## src/rtl/core/rcke_pkg.sv

```systemverilog
package rcke_pkg;

    // Field and register widths
    localparam int MAX_K      = 31;
    localparam int CODE_W     = 62;
    localparam int CHAR_W     = 8;
    localparam int GENOME_W   = 8;
    localparam int PART_W     = 8;
    localparam int K_W        = 5;
    localparam int PCOUNT_W   = 9;
    localparam int APB_ADDR_W = 4;
    localparam int APB_DATA_W = 32;
    localparam int REG_IDX_W  = 2;

    // Register indexes on the configuration port
    localparam logic [REG_IDX_W-1:0] REG_KMER_LENGTH     = 2'd0;
    localparam logic [REG_IDX_W-1:0] REG_CANONICAL_MODE  = 2'd1;
    localparam logic [REG_IDX_W-1:0] REG_PARTITION_COUNT = 2'd2;

    // Reset values of the registers
    localparam logic [K_W-1:0]      KMER_LENGTH_RST     = 5'd21;
    localparam logic [PCOUNT_W-1:0] PARTITION_COUNT_RST = 9'd1;
    localparam logic [PCOUNT_W-1:0] PARTITION_MAX       = 9'd256;

    // ASCII characters of interest
    localparam logic [CHAR_W-1:0] CH_A_UP = 8'h41;
    localparam logic [CHAR_W-1:0] CH_C_UP = 8'h43;
    localparam logic [CHAR_W-1:0] CH_G_UP = 8'h47;
    localparam logic [CHAR_W-1:0] CH_T_UP = 8'h54;
    localparam logic [CHAR_W-1:0] CH_A_LO = 8'h61;
    localparam logic [CHAR_W-1:0] CH_C_LO = 8'h63;
    localparam logic [CHAR_W-1:0] CH_G_LO = 8'h67;
    localparam logic [CHAR_W-1:0] CH_T_LO = 8'h74;
    localparam logic [CHAR_W-1:0] CH_GAP  = 8'h2D;

    // Character classes; the four bases carry their 2-bit code in the low bits
    typedef enum logic [2:0] {
        CLS_A     = 3'b000,
        CLS_C     = 3'b001,
        CLS_G     = 3'b010,
        CLS_T     = 3'b011,
        CLS_GAP   = 3'b100,
        CLS_OTHER = 3'b101
    } base_cls_t;

    typedef struct packed {
        logic [K_W-1:0]      kmer_length;
        logic                canonical_mode;
        logic [PCOUNT_W-1:0] partition_count;
    } cfg_t;

    typedef struct packed {
        logic [CODE_W-1:0]   code;
        logic [GENOME_W-1:0] genome;
    } entry_t;

    typedef struct packed {
        logic full;
        logic empty;
    } q_status_t;

    // Map a character to its class.
    function automatic base_cls_t classify(input logic [CHAR_W-1:0] ch);
        base_cls_t cls;
        unique case (ch)
            CH_A_UP, CH_A_LO: cls = CLS_A;
            CH_C_UP, CH_C_LO: cls = CLS_C;
            CH_G_UP, CH_G_LO: cls = CLS_G;
            CH_T_UP, CH_T_LO: cls = CLS_T;
            CH_GAP:           cls = CLS_GAP;
            default:          cls = CLS_OTHER;
        endcase
        return cls;
    endfunction

    // k as used by the datapath: zero acts as one, large values clamp.
    function automatic logic [K_W-1:0] eff_k(input logic [K_W-1:0] k);
        logic [K_W-1:0] r;
        r = k;
        if (k == '0) r = K_W'(1);
        if (int'(k) > MAX_K) r = K_W'(MAX_K);
        return r;
    endfunction

    // Partition count as used by the divider: 1 to 256.
    function automatic logic [PCOUNT_W-1:0] eff_parts(input logic [PCOUNT_W-1:0] p);
        logic [PCOUNT_W-1:0] r;
        r = p;
        if (p == '0) r = PCOUNT_W'(1);
        if (p > PARTITION_MAX) r = PARTITION_MAX;
        return r;
    endfunction

    // Mask that keeps the low 2k bits of a code.
    function automatic logic [CODE_W-1:0] kmask(input logic [K_W-1:0] k);
        logic [CODE_W-1:0] m;
        for (int i = 0; i < MAX_K; i++) begin
            m[2*i +: 2] = (i < int'(k)) ? 2'b11 : 2'b00;
        end
        return m;
    endfunction

    // Reverse complement of a k-base code whose upper bits are zero.
    function automatic logic [CODE_W-1:0] rev_comp(input logic [CODE_W-1:0] code,
                                                   input logic [K_W-1:0]    k);
        logic [CODE_W-1:0] r;
        for (int i = 0; i < MAX_K; i++) begin
            r[2*i +: 2] = ~code[2*(MAX_K-1-i) +: 2];
        end
        return r >> (2 * (MAX_K - int'(k)));
    endfunction

endpackage

```

## src/rtl/core/rcke_if.sv

```systemverilog
// Input channel: one sequence character per transaction.
interface rcke_in_if;
    import rcke_pkg::*;

    logic                valid;
    logic                ready;
    logic [CHAR_W-1:0]   base_char;
    logic                sequence_start;
    logic [GENOME_W-1:0] genome_number;

    modport source (output valid, output base_char, output sequence_start,
                    output genome_number, input ready);
    modport sink   (input valid, input base_char, input sequence_start,
                    input genome_number, output ready);
endinterface

// Output channel: one k-mer result per transaction.
interface rcke_out_if;
    import rcke_pkg::*;

    logic                valid;
    logic                ready;
    logic [CODE_W-1:0]   kmer_code;
    logic [PART_W-1:0]   partition_index;
    logic [GENOME_W-1:0] genome_tag;

    modport source (output valid, output kmer_code, output partition_index,
                    output genome_tag, input ready);
    modport sink   (input valid, input kmer_code, input partition_index,
                    input genome_tag, output ready);
endinterface

```

## src/rtl/core/rcke_cfg.sv

```systemverilog
module rcke_cfg (
    input  logic                           clk,
    input  logic                           rst_n,
    input  logic                           psel,
    input  logic                           penable,
    input  logic                           pwrite,
    input  logic [rcke_pkg::APB_ADDR_W-1:0] paddr,
    input  logic [rcke_pkg::APB_DATA_W-1:0] pwdata,
    output logic [rcke_pkg::APB_DATA_W-1:0] prdata,
    output logic                           pready,
    output rcke_pkg::cfg_t                 cfg
);
    import rcke_pkg::*;

    logic [K_W-1:0]       kmer_length_reg;
    logic                 canonical_mode_reg;
    logic [PCOUNT_W-1:0]  partition_count_reg;
    logic [REG_IDX_W-1:0] reg_idx;
    logic                 wr_en;

    // Registers sit on word addresses; the byte offset is ignored.
    assign reg_idx = paddr[APB_ADDR_W-1:2];
    assign wr_en   = psel && penable && pwrite;
    assign pready  = 1'b1;

    // Register writes
    always_ff @(posedge clk or negedge rst_n)
    begin
        if (!rst_n)
        begin
            kmer_length_reg     <= KMER_LENGTH_RST;
            canonical_mode_reg  <= 1'b0;
            partition_count_reg <= PARTITION_COUNT_RST;
        end
        else if (wr_en)
        begin
            unique case (reg_idx)
                REG_KMER_LENGTH:     kmer_length_reg     <= pwdata[K_W-1:0];
                REG_CANONICAL_MODE:  canonical_mode_reg  <= pwdata[0];
                REG_PARTITION_COUNT: partition_count_reg <= pwdata[PCOUNT_W-1:0];
                default:             ;
            endcase
        end
    end

    // Read-back
    always_comb
    begin
        unique case (reg_idx)
            REG_KMER_LENGTH:     prdata = APB_DATA_W'(kmer_length_reg);
            REG_CANONICAL_MODE:  prdata = APB_DATA_W'(canonical_mode_reg);
            REG_PARTITION_COUNT: prdata = APB_DATA_W'(partition_count_reg);
            default:             prdata = '0;
        endcase
    end

    assign cfg.kmer_length     = kmer_length_reg;
    assign cfg.canonical_mode  = canonical_mode_reg;
    assign cfg.partition_count = partition_count_reg;

endmodule

```

## src/rtl/core/rcke_front.sv

```systemverilog
module rcke_front (
    input  logic                clk,
    input  logic                rst_n,
    rcke_in_if.sink             seq_in,
    input  rcke_pkg::cfg_t      cfg,
    input  rcke_pkg::q_status_t q_status,
    output logic                push,
    output rcke_pkg::entry_t    push_entry
);
    import rcke_pkg::*;

    logic [CODE_W-1:0] code_reg;
    logic [CODE_W-1:0] code_next;
    logic [K_W-1:0]    count_reg;
    logic [K_W-1:0]    count_next;

    logic              accept;
    base_cls_t         cls;
    logic [K_W-1:0]    k;
    logic [CODE_W-1:0] code_base;
    logic [K_W-1:0]    count_base;
    logic [K_W:0]      count_sum;
    logic [CODE_W-1:0] code_shift;
    logic              is_base;

    // Items are taken while the queue has room for a possible result.
    assign seq_in.ready = !q_status.full;
    assign accept       = seq_in.valid && seq_in.ready;

    assign cls = classify(seq_in.base_char);
    assign k   = eff_k(cfg.kmer_length);

    // A sequence start clears the history before this character is used.
    assign code_base  = seq_in.sequence_start ? '0 : code_reg;
    assign count_base = seq_in.sequence_start ? '0 : count_reg;
    assign code_shift = {code_base[CODE_W-3:0], 2'(cls)};
    assign count_sum  = {1'b0, count_base} + (K_W+1)'(1);
    assign is_base    = (cls == CLS_A) || (cls == CLS_C) || (cls == CLS_G) || (cls == CLS_T);

    // Next rolling state
    always_comb
    begin
        code_next  = code_reg;
        count_next = count_reg;
        if (accept)
        begin
            priority if (is_base)
            begin
                code_next  = code_shift;
                count_next = (count_sum > {1'b0, k}) ? k : count_sum[K_W-1:0];
            end
            else if (cls == CLS_GAP)
            begin
                code_next  = code_base;
                count_next = count_base;
            end
            else
            begin
                code_next  = '0;
                count_next = '0;
            end
        end
    end

    always_ff @(posedge clk or negedge rst_n)
    begin
        if (!rst_n)
        begin
            code_reg  <= '0;
            count_reg <= '0;
        end
        else
        begin
            code_reg  <= code_next;
            count_reg <= count_next;
        end
    end

    // A full window of k bases hands a k-mer to the back end.
    assign push              = accept && is_base && (count_sum >= {1'b0, k});
    assign push_entry.code   = code_shift & kmask(k);
    assign push_entry.genome = seq_in.genome_number;

endmodule

```

## src/rtl/core/rcke_queue.sv

```systemverilog
module rcke_queue #(
    parameter int DEPTH = 2
) (
    input  logic                clk,
    input  logic                rst_n,
    input  logic                push,
    input  rcke_pkg::entry_t    push_entry,
    input  logic                pop,
    output rcke_pkg::entry_t    head,
    output rcke_pkg::q_status_t status
);
    import rcke_pkg::*;

    localparam int PTR_W = (DEPTH > 1) ? $clog2(DEPTH) : 1;
    localparam int CNT_W = $clog2(DEPTH + 1);
    localparam logic [PTR_W-1:0] LAST = PTR_W'(DEPTH - 1);

    entry_t             mem_reg [DEPTH];
    logic [PTR_W-1:0]   wr_ptr_reg;
    logic [PTR_W-1:0]   wr_ptr_next;
    logic [PTR_W-1:0]   rd_ptr_reg;
    logic [PTR_W-1:0]   rd_ptr_next;
    logic [CNT_W-1:0]   count_reg;
    logic [CNT_W-1:0]   count_next;

    // Pointer and fill-level update
    always_comb
    begin
        wr_ptr_next = wr_ptr_reg;
        rd_ptr_next = rd_ptr_reg;
        count_next  = count_reg;
        if (push)
        begin
            wr_ptr_next = (wr_ptr_reg == LAST) ? '0 : wr_ptr_reg + PTR_W'(1);
        end
        if (pop)
        begin
            rd_ptr_next = (rd_ptr_reg == LAST) ? '0 : rd_ptr_reg + PTR_W'(1);
        end
        unique case ({push, pop})
            2'b10:   count_next = count_reg + CNT_W'(1);
            2'b01:   count_next = count_reg - CNT_W'(1);
            default: count_next = count_reg;
        endcase
    end

    always_ff @(posedge clk or negedge rst_n)
    begin
        if (!rst_n)
        begin
            wr_ptr_reg <= '0;
            rd_ptr_reg <= '0;
            count_reg  <= '0;
        end
        else
        begin
            wr_ptr_reg <= wr_ptr_next;
            rd_ptr_reg <= rd_ptr_next;
            count_reg  <= count_next;
        end
    end

    // Entry storage
    always_ff @(posedge clk)
    begin
        if (push)
        begin
            mem_reg[wr_ptr_reg] <= push_entry;
        end
    end

    assign head         = mem_reg[rd_ptr_reg];
    assign status.full  = (count_reg == CNT_W'(DEPTH));
    assign status.empty = (count_reg == '0);

endmodule

```

## src/rtl/core/rcke_back.sv

```systemverilog
module rcke_back (
    input  logic                clk,
    input  logic                rst_n,
    input  rcke_pkg::cfg_t      cfg,
    input  rcke_pkg::q_status_t q_status,
    input  rcke_pkg::entry_t    head,
    output logic                pop,
    rcke_out_if.source          kmer_out
);
    import rcke_pkg::*;

    localparam int DIV_STEPS = CODE_W / 2;
    localparam int STEP_W    = $clog2(DIV_STEPS);
    localparam logic [STEP_W-1:0] STEP_LAST = STEP_W'(DIV_STEPS - 1);

    typedef enum logic [3:0] {
        ST_IDLE = 4'b0001,
        ST_PICK = 4'b0010,
        ST_DIV  = 4'b0100,
        ST_OUT  = 4'b1000
    } back_state_t;

    back_state_t         state_reg;
    back_state_t         state_next;
    logic [CODE_W-1:0]   code_reg;
    logic [CODE_W-1:0]   code_next;
    logic [CODE_W-1:0]   rc_reg;
    logic [CODE_W-1:0]   rc_next;
    logic [GENOME_W-1:0] genome_reg;
    logic [GENOME_W-1:0] genome_next;
    logic [CODE_W-1:0]   div_reg;
    logic [CODE_W-1:0]   div_next;
    logic [PART_W-1:0]   rem_reg;
    logic [PART_W-1:0]   rem_next;
    logic [STEP_W-1:0]   step_reg;
    logic [STEP_W-1:0]   step_next;
    logic                out_valid_reg;
    logic                out_valid_next;
    logic [CODE_W-1:0]   out_code_reg;
    logic [PART_W-1:0]   out_part_reg;
    logic [GENOME_W-1:0] out_genome_reg;

    logic [K_W-1:0]      k;
    logic [PCOUNT_W-1:0] parts;
    logic [CODE_W-1:0]   picked;
    logic [PCOUNT_W-1:0] part1;
    logic [PCOUNT_W-1:0] part1_red;
    logic [PCOUNT_W-1:0] part2;
    logic [PCOUNT_W-1:0] part2_red;
    logic                out_free;
    logic                out_load;

    assign k      = eff_k(cfg.kmer_length);
    assign parts  = eff_parts(cfg.partition_count);
    assign picked = (cfg.canonical_mode && (rc_reg < code_reg)) ? rc_reg : code_reg;

    // Two restoring remainder steps per cycle; the remainder stays below the divisor.
    assign part1     = {rem_reg, div_reg[CODE_W-1]};
    assign part1_red = (part1 >= parts) ? part1 - parts : part1;
    assign part2     = {part1_red[PART_W-1:0], div_reg[CODE_W-2]};
    assign part2_red = (part2 >= parts) ? part2 - parts : part2;

    // The output register frees up when its transaction completes.
    assign out_free = !out_valid_reg || kmer_out.ready;
    assign out_load = (state_reg == ST_OUT) && out_free;
    assign pop      = (state_reg == ST_IDLE) && !q_status.empty;

    // Sequencer
    always_comb
    begin
        state_next     = state_reg;
        code_next      = code_reg;
        rc_next        = rc_reg;
        genome_next    = genome_reg;
        div_next       = div_reg;
        rem_next       = rem_reg;
        step_next      = step_reg;
        out_valid_next = out_valid_reg;
        if (kmer_out.ready)
        begin
            out_valid_next = 1'b0;
        end
        unique case (state_reg)
            ST_IDLE:
            begin
                if (pop)
                begin
                    code_next   = head.code;
                    rc_next     = rev_comp(head.code, k);
                    genome_next = head.genome;
                    state_next  = ST_PICK;
                end
            end
            ST_PICK:
            begin
                code_next  = picked;
                div_next   = picked;
                rem_next   = '0;
                step_next  = '0;
                state_next = ST_DIV;
            end
            ST_DIV:
            begin
                div_next  = {div_reg[CODE_W-3:0], 2'b00};
                rem_next  = part2_red[PART_W-1:0];
                step_next = step_reg + STEP_W'(1);
                if (step_reg == STEP_LAST)
                begin
                    state_next = ST_OUT;
                end
            end
            ST_OUT:
            begin
                if (out_free)
                begin
                    out_valid_next = 1'b1;
                    state_next     = ST_IDLE;
                end
            end
            default:
            begin
                state_next = ST_IDLE;
            end
        endcase
    end

    // Control registers
    always_ff @(posedge clk or negedge rst_n)
    begin
        if (!rst_n)
        begin
            state_reg     <= ST_IDLE;
            step_reg      <= '0;
            out_valid_reg <= 1'b0;
        end
        else
        begin
            state_reg     <= state_next;
            step_reg      <= step_next;
            out_valid_reg <= out_valid_next;
        end
    end

    // Datapath registers
    always_ff @(posedge clk)
    begin
        code_reg   <= code_next;
        rc_reg     <= rc_next;
        genome_reg <= genome_next;
        div_reg    <= div_next;
        rem_reg    <= rem_next;
        if (out_load)
        begin
            out_code_reg   <= code_reg;
            out_part_reg   <= rem_reg;
            out_genome_reg <= genome_reg;
        end
    end

    assign kmer_out.valid           = out_valid_reg;
    assign kmer_out.kmer_code       = out_code_reg;
    assign kmer_out.partition_index = out_part_reg;
    assign kmer_out.genome_tag      = out_genome_reg;

endmodule

```

## src/rtl/core/rolling_canonical_kmer_extractor.sv

```systemverilog
// Rolling k-mer extractor. Each input transaction carries one ASCII character of an
// aligned sequence; bases A, C, G and T (either case) are shifted into a 2-bit rolling
// code, '-' is skipped, any other character or a sequence start restarts the window.
// Once k bases are held, every further base yields one output transaction with the k-mer
// (first base most significant, or the smaller of it and its reverse complement in
// canonical mode), its remainder modulo the partition count and the genome number.
// The front end takes one character per cycle while the result queue has room; a
// character that completes a k-mer occupies the back end, which takes no new k-mer
// until it is done: it loads the entry, picks the canonical form, reckons the remainder
// at two bits per cycle and hands the result to the output register once it is free.
// Configuration must be written over the APB port only while no transaction is in
// flight; the block itself does not enforce this.
module rolling_canonical_kmer_extractor #(
    parameter int QUEUE_DEPTH = 2
) (
    input  logic                            clk,
    input  logic                            rst_n,
    input  logic                            psel,
    input  logic                            penable,
    input  logic                            pwrite,
    input  logic [rcke_pkg::APB_ADDR_W-1:0] paddr,
    input  logic [rcke_pkg::APB_DATA_W-1:0] pwdata,
    output logic [rcke_pkg::APB_DATA_W-1:0] prdata,
    output logic                            pready,
    rcke_in_if.sink                         seq_in,
    rcke_out_if.source                      kmer_out
);
    import rcke_pkg::*;

    cfg_t      cfg;
    q_status_t q_status;
    logic      push;
    entry_t    push_entry;
    logic      pop;
    entry_t    head;

    // Register file
    rcke_cfg u_cfg (
        .clk     (clk),
        .rst_n   (rst_n),
        .psel    (psel),
        .penable (penable),
        .pwrite  (pwrite),
        .paddr   (paddr),
        .pwdata  (pwdata),
        .prdata  (prdata),
        .pready  (pready),
        .cfg     (cfg)
    );

    // Character classification and rolling window
    rcke_front u_front (
        .clk        (clk),
        .rst_n      (rst_n),
        .seq_in     (seq_in),
        .cfg        (cfg),
        .q_status   (q_status),
        .push       (push),
        .push_entry (push_entry)
    );

    // Queue of k-mers awaiting the back end
    rcke_queue #(
        .DEPTH (QUEUE_DEPTH)
    ) u_queue (
        .clk        (clk),
        .rst_n      (rst_n),
        .push       (push),
        .push_entry (push_entry),
        .pop        (pop),
        .head       (head),
        .status     (q_status)
    );

    // Canonical selection, partition remainder and output register
    rcke_back u_back (
        .clk      (clk),
        .rst_n    (rst_n),
        .cfg      (cfg),
        .q_status (q_status),
        .head     (head),
        .pop      (pop),
        .kmer_out (kmer_out)
    );

    // The partition index is always below the effective partition count.
    assert property (@(posedge clk) disable iff (!rst_n)
        kmer_out.valid |->
            ({1'b0, kmer_out.partition_index} < eff_parts(cfg.partition_count)))
        else $error("partition index not below partition count");

    // A result never carries bases beyond the k-base window.
    assert property (@(posedge clk) disable iff (!rst_n)
        kmer_out.valid |->
            ((kmer_out.kmer_code & ~kmask(eff_k(cfg.kmer_length))) == '0))
        else $error("k-mer code wider than 2k bits");

    // In canonical mode a result is never larger than its reverse complement.
    assert property (@(posedge clk) disable iff (!rst_n)
        (kmer_out.valid && cfg.canonical_mode) |->
            (kmer_out.kmer_code <= rev_comp(kmer_out.kmer_code, eff_k(cfg.kmer_length))))
        else $error("canonical k-mer larger than its reverse complement");

    // The front end never pushes into a full queue.
    assert property (@(posedge clk) disable iff (!rst_n)
        q_status.full |-> !push)
        else $error("push into full queue");

endmodule
```

## src/flat_wrapper.sv

```systemverilog
// flat-port wrapper written by rule: the top's interface ports become plain ports
module rolling_canonical_kmer_extractor_flat import rcke_pkg::*;
#(
    parameter int QUEUE_DEPTH = 2
)
  (clk, rst_n, psel, penable, pwrite, paddr, pwdata, prdata, pready, seq_in_valid, seq_in_base_char, seq_in_sequence_start, seq_in_genome_number, seq_in_ready, kmer_out_valid, kmer_out_kmer_code, kmer_out_partition_index, kmer_out_genome_tag, kmer_out_ready);
  rcke_in_if seq_in_i ();
  rcke_out_if kmer_out_i ();
  input  logic clk;
  input  logic rst_n;
  input  logic psel;
  input  logic penable;
  input  logic pwrite;
  input  logic [rcke_pkg::APB_ADDR_W-1:0] paddr;
  input  logic [rcke_pkg::APB_DATA_W-1:0] pwdata;
  output logic [rcke_pkg::APB_DATA_W-1:0] prdata;
  output logic pready;
  input wire logic [$bits(seq_in_i.valid)-1:0] seq_in_valid;
  input wire logic [$bits(seq_in_i.base_char)-1:0] seq_in_base_char;
  input wire logic [$bits(seq_in_i.sequence_start)-1:0] seq_in_sequence_start;
  input wire logic [$bits(seq_in_i.genome_number)-1:0] seq_in_genome_number;
  output wire logic [$bits(seq_in_i.ready)-1:0] seq_in_ready;
  output wire logic [$bits(kmer_out_i.valid)-1:0] kmer_out_valid;
  output wire logic [$bits(kmer_out_i.kmer_code)-1:0] kmer_out_kmer_code;
  output wire logic [$bits(kmer_out_i.partition_index)-1:0] kmer_out_partition_index;
  output wire logic [$bits(kmer_out_i.genome_tag)-1:0] kmer_out_genome_tag;
  input wire logic [$bits(kmer_out_i.ready)-1:0] kmer_out_ready;
  assign seq_in_i.valid = seq_in_valid;
  assign seq_in_i.base_char = seq_in_base_char;
  assign seq_in_i.sequence_start = seq_in_sequence_start;
  assign seq_in_i.genome_number = seq_in_genome_number;
  assign seq_in_ready = seq_in_i.ready;
  assign kmer_out_valid = kmer_out_i.valid;
  assign kmer_out_kmer_code = kmer_out_i.kmer_code;
  assign kmer_out_partition_index = kmer_out_i.partition_index;
  assign kmer_out_genome_tag = kmer_out_i.genome_tag;
  assign kmer_out_i.ready = kmer_out_ready;
  rolling_canonical_kmer_extractor #(.QUEUE_DEPTH(QUEUE_DEPTH)) u_core (.clk(clk), .rst_n(rst_n), .psel(psel), .penable(penable), .pwrite(pwrite), .paddr(paddr), .pwdata(pwdata), .prdata(prdata), .pready(pready), .seq_in(seq_in_i), .kmer_out(kmer_out_i));
endmodule
```

## config.mk

```make
export PLATFORM = sky130hd
export DESIGN_NAME = rolling_canonical_kmer_extractor_flat
export DESIGN_NICKNAME = d
export VERILOG_FILES = /design/src/rtl/core/rcke_pkg.sv /design/src/rtl/core/rcke_if.sv /design/src/rtl/core/rcke_cfg.sv /design/src/rtl/core/rcke_front.sv /design/src/rtl/core/rcke_queue.sv /design/src/rtl/core/rcke_back.sv /design/src/rtl/core/rolling_canonical_kmer_extractor.sv /design/src/flat_wrapper.sv
export SDC_FILE = /design/constraint.sdc
export NUM_CORES = 1
export LEC_CHECK = 0
export ABC_AREA = 1
export ABC_CLOCK_PERIOD_IN_PS = 12700
export BUFFER_PORTS_ARGS = -buffer_cell sky130_fd_sc_hd__buf_2
export CAP_MARGIN = 10
export CELL_PAD_IN_SITES_DETAIL_PLACEMENT = 0
export CELL_PAD_IN_SITES_GLOBAL_PLACEMENT = 2
export CORE_ASPECT_RATIO = 1.25
export CORE_MARGIN = 2
export CORE_UTILIZATION = 41
export DETAILED_ROUTE_END_ITERATION = 16
export PLACE_DENSITY = 0.84
export SLEW_MARGIN = 20
export SYNTH_ARGS = -nofsm -noshare
export SYNTH_HDL_FRONTEND = slang
export SYNTH_SLANG_ARGS = --single-unit
export TNS_END_PERCENT = 20
```

## constraint.sdc

```tcl
create_clock -name clk -period 12.7 [get_ports clk]
set_clock_uncertainty 0.1 [all_clocks]
set_input_delay 1.27 -clock clk [delete_from_list [all_inputs] [get_ports clk]]
set_output_delay 1.27 -clock clk [all_outputs]
set_load 0.05 [all_outputs]
```

# ---- Word-level counts from Yosys, hierarchy flattened
# Memories as Yosys holds them, arrays and structs flattened.
# Index checks and enable logic that the tools add are counted.
dict set report word_totals {
  wordCells 221
  out_inout_bits 113
  ram_bits 140
  mem_count 1
  reg_bits 374
}
# memory depth word_bits rd rd_ports_with_merged_regs write_ports line
set memory_table {}
lappend memory_table {u_core.u_queue.mem_reg 2 70 1 0 1 rcke_queue.sv:18} ;# entry_t mem_reg [DEPTH];
dict set report op_classes {
  n_shift 1
  n_eq_ne 26
  muxes 63
  magnitude_cmp 37
  n_bitwise 32
  addsub 9
  n_reduce_logical 33
}
# op n
set ops {}
lappend ops {{$pmux 62 s2} 2}
lappend ops {{$mux 60} 3}
lappend ops {{$mux 62} 2}
lappend ops {{$lt 5x5->1 const A} 15}
lappend ops {{$eq 8x7->1 const B} 8}
lappend ops {{$and 62x62->62} 1}
lappend ops {{$lt 62x62->1} 1}
lappend ops {{$mux 2} 31}
lappend ops {{$not 2->2} 31}
lappend ops {{$shr 62x32->62} 1}
lappend ops {{$lt 4x5->1 const A} 8}
lappend ops {{$pmux 9 s3} 1}
lappend ops {{$mux 5} 5}
lappend ops {{$lt 3x5->1 const A} 4}
lappend ops {{$ge 9x9->1} 2}
lappend ops {{$mux 9} 2}
lappend ops {{$mux 8} 2}
lappend ops {{$pmux 4 s4} 1}
lappend ops {{$pmux 8 s2} 1}
lappend ops {{$sub 8x8->8} 2}
lappend ops {{$pmux 3 s5} 1}
lappend ops {{$mux 4} 3}
lappend ops {{$lt 1x5->1 const A} 2}
lappend ops {{$lt 2x5->1 const A} 2}
lappend ops {{other kinds (36)} 70}

# ---- Longest topological paths before layout
dict set report depth {
  ltp_word 11
  mapped_depth 26
}

# ---- Hierarchy
# Synthesis repeated with hierarchy kept, for this count alone.
dict set report unflattened {
  hier_cells 3516
  area_unflattened_um2 28810.1
}
# module n_inst seq_area_each_um2 area_each_um2 cells_each
set by_module_without_submodules {}
lappend by_module_without_submodules {rcke_back 1 8659.6 17641.9 2183}
lappend by_module_without_submodules {rcke_queue 1 4304.1 5424.0 389}
lappend by_module_without_submodules {rcke_front 1 1626.6 4794.6 817}
lappend by_module_without_submodules {rcke_cfg 1 380.4 949.7 127}

# ---- Worst setup path before layout
# No wires, ideal clock.
dict set report synth_timing {
  path_type {in2reg}
  startpoint {input port seq_in_sequence_start}
  endpoint {memory u_core.u_queue.mem_reg[1][0] (netlist bit), enable pin}
  setup_slack_ns 6.053
  path_buffers 1
  cell_stages 15
  t_required_ns 12.101
  arrival_time_ns 6.049
  path_cell_list {buf_2 -> inv_2 -> nand2_1 -> inv_1 -> ha_1 -> or2_2 -> nand2_1 -> inv_1 -> ha_1 -> nand2_1 -> nor3_1 -> nand2_1 -> nand3_1 -> nand3_1 -> nor2_1}
}
dict set report synth_via {
  elab_chain_cells 6
}
# item line
set synth_rtl {}
lappend synth_rtl {{start: declaration} flat_wrapper.sv:20} ;# input wire logic [$bits(seq_in_i.sequence_start)-1:0] seq_in_sequence_start;
lappend synth_rtl {{$mux 5} rcke_front.sv:35} ;# assign count_base = seq_in.sequence_start ? '0 : count_reg;
lappend synth_rtl {{$add 5x1->6} rcke_front.sv:37} ;# assign count_sum = {1'b0, count_base} + (K_W+1)'(1);
lappend synth_rtl {{$ge 6x5->1} rcke_front.sv:80} ;# assign push = accept && is_base && (count_sum >= {1'b0, k});
lappend synth_rtl {{$logic_and 1x1->1} rcke_front.sv:80}
lappend synth_rtl {{$mux 1} rcke_queue.sv:66} ;# if (push)
lappend synth_rtl {{$mux 1 (not written as such)} rcke_queue.sv:68} ;# mem_reg[wr_ptr_reg] <= push_entry;
lappend synth_rtl {{end: declaration} rcke_queue.sv:18}
# No other way between the ends.

# ---- Worst setup path after layout
dict set report layout_timing {
  startpoint {register u_core.u_cfg.partition_count_reg[4]}
  endpoint {register u_core.u_back.rem_reg[0] (data pin)}
}
dict set report layout_via {
  elab_chain_cells 8
  elab_cells_between_ends 11
  classes_between {add/sub: 2; order compare: 3; mux: 5; reduce/logical: 1}
}
# item line
set layout_rtl {}
lappend layout_rtl {{start: declaration} rcke_cfg.sv:17} ;# logic [PCOUNT_W-1:0] partition_count_reg;
lappend layout_rtl {{start signal: assignment} rcke_cfg.sv:40} ;# REG_PARTITION_COUNT: partition_count_reg <= pwdata[PCOUNT_W-1:0];
lappend layout_rtl {{parallel branches: the longest is 2 deep, another holds $gt 9x9->1} -}
lappend layout_rtl {{$mux 9 (*)} rcke_pkg.sv:90} ;# if (p > PARTITION_MAX) r = PARTITION_MAX;
lappend layout_rtl {{$sub 8x8->8 or $ge 9x9->1 (tied branches)} rcke_back.sv:59} ;# assign part1_red = (part1 >= parts) ? part1 - parts : part1;
lappend layout_rtl {{$mux 8} rcke_back.sv:59}
lappend layout_rtl {{$ge 9x9->1} rcke_back.sv:61} ;# assign part2_red = (part2 >= parts) ? part2 - parts : part2;
lappend layout_rtl {{$mux 8 (*)} rcke_back.sv:61}
lappend layout_rtl {{$pmux 8 s2 (*)} rcke_back.sv:83} ;# unique case (state_reg)
lappend layout_rtl {{end signal: assignment} rcke_back.sv:151} ;# rem_reg <= rem_next;
lappend layout_rtl {{end: declaration} rcke_back.sv:33} ;# logic [PART_W-1:0] rem_reg;
# Every way passes the cells marked *.
# A chain may end at the register's enable or synchronous reset.

==> reports/results.txt <==
In this run, synthesis inferred 420 flip-flops with an integrated enable. The register with the most flip-flops in the layout has 140 of them. No sink is reached through more buffers than the 3 on the longest clock path. Clock-pin slew was measured on the worst setup and hold paths at 60 ps. In this run the tool buffered the top-level ports with 123 buffer cells.

Die outline width: 236.0 µm. Among all stages on the critical path, the largest delay is contributed by o21ai_0. The tools report the wire length on met1 as 37,960 µm. The commonest register cell after synthesis is edfxtp_1.

The run finished with clean final reports. The clock tree synthesis step divided the H-tree into 2 levels. The post-cts hold buffer count is 0, and the total number of nets in the final design is 3,421. Fill cells in the final layout number 6,509.

The amount of wire on met3 after detailed routing came out at 3853 µm. Setup repair after global routing left no endpoint under its margin. The setup path with the least slack is of type reg2reg. The run gives 21,396 as the number of global-route vias before repair. For this run, the slowest stage of the critical path takes 490 ps.

The startpoint identified for the worst register-to-register timing path is u_core.u_cfg.partition_count_reg[4]. The post-cts resize count is 0, and the detailed-router iteration count before antenna repair is 6. The run gives 7452 ps as the worst slack at placement. Derived from the worst setup path, the maximum achievable clock frequency is 209.3 MHz. Entering global routing, the biggest net connects 88 pins. The number of max-cap violations came out at 0. Top routing layer in use: met5. Class of the worst hold path: reg2reg.

The startpoint class of the critical path was a flop. The part of the Yosys area used for sequential elements is 54.28%. The final hold violation count is 0, and the post-detailed-route count of antenna-violating nets is 0. The synthesized area is 27,580 µm².

For this run the aggregate overflow at the end of global routing stands at 0. The number of register bits inferred by synthesis came out at 514. The largest fanout on the critical path is 14.

The element type at the critical path end is a flop. Ratio of total power to cell area: 245.9 nW/µm². The clock sink total was 514; the layout overhead on the synthesized area was 11.11%. The core region is 66,710 µm². Number of setup violations in the final report: 0.

In this run the register-to-register setup slack is 7920 ps. Synthesis produced a netlist whose cell count is 3,215. Post-layout worst setup margin: 7922 ps. In this run the biggest area consumer among cell types represents 45.73% of the synthesized area. Dividing the detail-routed wire length by the instance count gives 20.15 µm.

Counting distinct cell types in the post-synthesis netlist gives 53. Yosys printed 0 warnings. The initial utilization of the core area, before any placement, comes to 41.34%. Using the TritonRoute via totals, the vias-per-cell ratio works out to 5.227.

The tools report the final max-slew violation count as 0. The portion of the clock cycle consumed by the worst path in the final layout works out to 37.62%. The half-perimeter wire length of the detailed placement result is 58,180 µm.

At the later pin of the worst-skew pair, clock insertion delay measures 610 ps. For the data arrival time of the critical path, the log shows 5020 ps. The routed design uses 39,710 µm of met2 wire.

Instance count along the most critical hold path: 0. For the number of buffers created by CTS, the log shows 54. The cell that appears most often on the critical path is nand3_1. For the number of DRC markers after the initial detailed-route iteration, the log shows 1,772.

In this run the count of I/O pins placed on the die edge is 173. Summing all flip-flop and latch instances after layout gives 14,970 µm². The placer's final routability congestion estimate came out at 0.8662. Initial antenna violation count: 1. Across every metal layer, demand over resource in global routing totals 24.25%.

The cell depth of the worst flop-to-flop path is 20. The first global-routing pass estimated 128,800 µm of wire. The critical path goes through nor4_1 -> nand2_1 -> nand2_1 -> nand2_1 -> ha_1 -> nand2_1 -> nor3_1 -> nand3_1 -> nand4_1 -> inv_1 -> o21ai_0 -> ha_1 -> nand3_1 -> nand2_1 -> nand3_1 -> nand3_1 -> nand3_1 -> nand3_1 -> o21ai_0 -> a21oi_1. In this run the post-CTS setup repair buffer count came out at 0. The total number of vias was 21,860. The worst path in the final design needs a cycle of 4778 ps, including I/O delays and setup.

The number of placement rows was 106; the area used by multi-input combinational logic was 10,550 µm². The DRC violation count after routing is 0, and the static leakage power is 0.01350 µW. The tools report the launch instance of the worst min-delay path as u_core.u_back.genome_reg[1].

The worst ir drop on vdd is 0.1129 mV, and the share of layout cells above drive strength 1 is 9.195%. A synthesized cell averages 8.579 µm². TritonCTS built the clock tree. The die covers 69,370 µm².

Summed over all layers, the routed wires come to 84,250 µm. The worst pin sits at a relative slew slack of 19.54%. The die is 294.0 µm tall. The largest total area in the synthesized netlist belongs to edfxtp_1. In the synthesized netlist the async set-or-reset flop fraction comes to 18.29%.

Sorting the synthesized cells by area gives the leading types as edfxtp_1 46%, nand2_1 15%, dfrtp_1 8.1%, nand3_1 5.8%, inv_1 4.7%. For the pin with the worst max-slew slack, the measured transition is 1194 ps. The endpoint identified for the worst register-to-register timing path is u_core.u_back.rem_reg[0].

The master cell of the clock root buffer is clkbuf_16. The tools report the total negative slack as 0 ps. The endpoint of the worst hold path is u_core.u_back.kmer_out.genome_tag[1].

Required time at the endpoint of the critical path: 12,940 ps.
[cells in the mapped netlist (13+ instances only)]
| cell type | n |
|---|---|
| nand2_1 | 1114 |
| edfxtp_1 | 420 |
| inv_1 | 342 |
| nand3_1 | 320 |
| nor2_1 | 168 |
| o21ai_0 | 142 |
| dfrtp_1 | 89 |
| ha_1 | 88 |
| a21oi_1 | 74 |
| clkbuf_1 | 72 |
| o21ai_1 | 59 |
| o22ai_1 | 55 |
| buf_2 | 37 |
| o211ai_1 | 36 |
| buf_1 | 30 |
| buf_4 | 30 |
| nor3_1 | 20 |
| o21ai_2 | 14 |
| or2_2 | 13 |
[cell families after synthesis]
| group | count (synthesis) | synth area share [%] |
|---|---|---|
| other cells | 2 | 0.02723 |
| xor+xnor | 15 | 0.4764 |
| simple gates | 1668 | 24.80 |
| mux | 1 | 0.03629 |
| compound gates | 400 | 8.279 |
| buf+inv | 525 | 7.966 |
| fa+ha+maj | 90 | 4.137 |
| flops | 514 | 54.28 |
[power breakdown]
part	switching, µW	internal (µW)	total [µW]
registers	217	2480	2690
clock network	684	997	1680
logic	2290	864	3160
[routing by layer]
| metal | vias to the layer above | track usage (%) |
|---|---|---|
| li1 | 10727 | - |
| met1 | 10426 | 33.38 |
| met2 | 580 | 40.02 |
| met3 | 125 | 2.674 |
| met4 | 2 | 8.047 |
| met5 | - | 0 |
[layout make-up]
cell class | instances | area share (%)
clock inverter | 40 | 1.539
sequential | 514 | 48.86
tap | 864 | 3.528
timing repair buffer | 154 | 2.776
multi-input combinational | 2198 | 34.43
inverter | 349 | 4.283
antenna | 1 | 0.008166
clock buffer | 62 | 4.573
[how the worst max path moves through the flow]
stage / cells past startpoint / endpoint / from
floorplan: 15 / u_core.u_queue.mem_reg[1][0] / seq_in_sequence_start
global placement: 14 / u_core.u_queue.mem_reg[1][2] / seq_in_sequence_start
detailed placement: 14 / u_core.u_queue.mem_reg[1][2] / seq_in_sequence_start
CTS: 20 / u_core.u_back.rem_reg[0] / u_core.u_cfg.partition_count_reg[2]
global route: 20 / u_core.u_back.rem_reg[0] / u_core.u_cfg.partition_count_reg[3]
finish: 20 / u_core.u_back.rem_reg[0] / u_core.u_cfg.partition_count_reg[4]
[cell usage in the layout, fill, tap and decap left out, types with 4 or more instances in the layout]
cell | synthesis | final
a21o_1 | 5 | 5
a21oi_1 | 74 | 74
buf_2 | 37 | 122
buf_4 | 30 | 32
bufinv_16 | 0 | 10
clkbuf_1 | 72 | 6
clkbuf_16 | 0 | 54
clkinv_1 | 1 | 11
clkinv_2 | 0 | 10
conb_1 | 2 | 24
dfrtp_1 | 89 | 87
dfstp_2 | 5 | 5
edfxtp_1 | 420 | 420
ha_1 | 88 | 88
inv_1 | 342 | 340
inv_2 | 5 | 8
inv_4 | 1 | 4
nand2_1 | 1114 | 1111
nand2_2 | 4 | 6
nand3_1 | 320 | 319
nand4_1 | 10 | 10
nor2_1 | 168 | 165
nor2_4 | 1 | 4
nor3_1 | 20 | 20
nor4_1 | 4 | 4
o211ai_1 | 36 | 36
o21ai_0 | 142 | 141
o21ai_1 | 59 | 59
o21ai_2 | 14 | 14
o22ai_1 | 55 | 55
o31ai_1 | 4 | 4
or2_1 | 4 | 4
or2_2 | 13 | 13
xnor2_1 | 7 | 7
xor2_1 | 8 | 8
[through the flow]
step | util, % | hold WS [ps] | std cells | total power (µW) | cell area (µm²)
floorplan | - | 300.3 | 3237 | 4895 | 27660
global placement | 43.13 | 301.7 | 4079 | 5848 | 28770
detailed placement | 43.13 | 304.5 | 4079 | 5880 | 28770
CTS | 45.93 | 317.7 | 4181 | 7580 | 30640
global route | 45.93 | 321.8 | 4181 | 8067 | 30640
finish | 45.94 | 313.8 | 4182 | 7534 | 30650
[critical path: cells and delay by family, from the launching register on]
kind	cells	cell delay (ps)
simple gates	14	2150
compound gates	3	850
fa+ha+maj	2	760
flops	1	450
buf+inv	1	200
(Power assumes the default switching activity.)
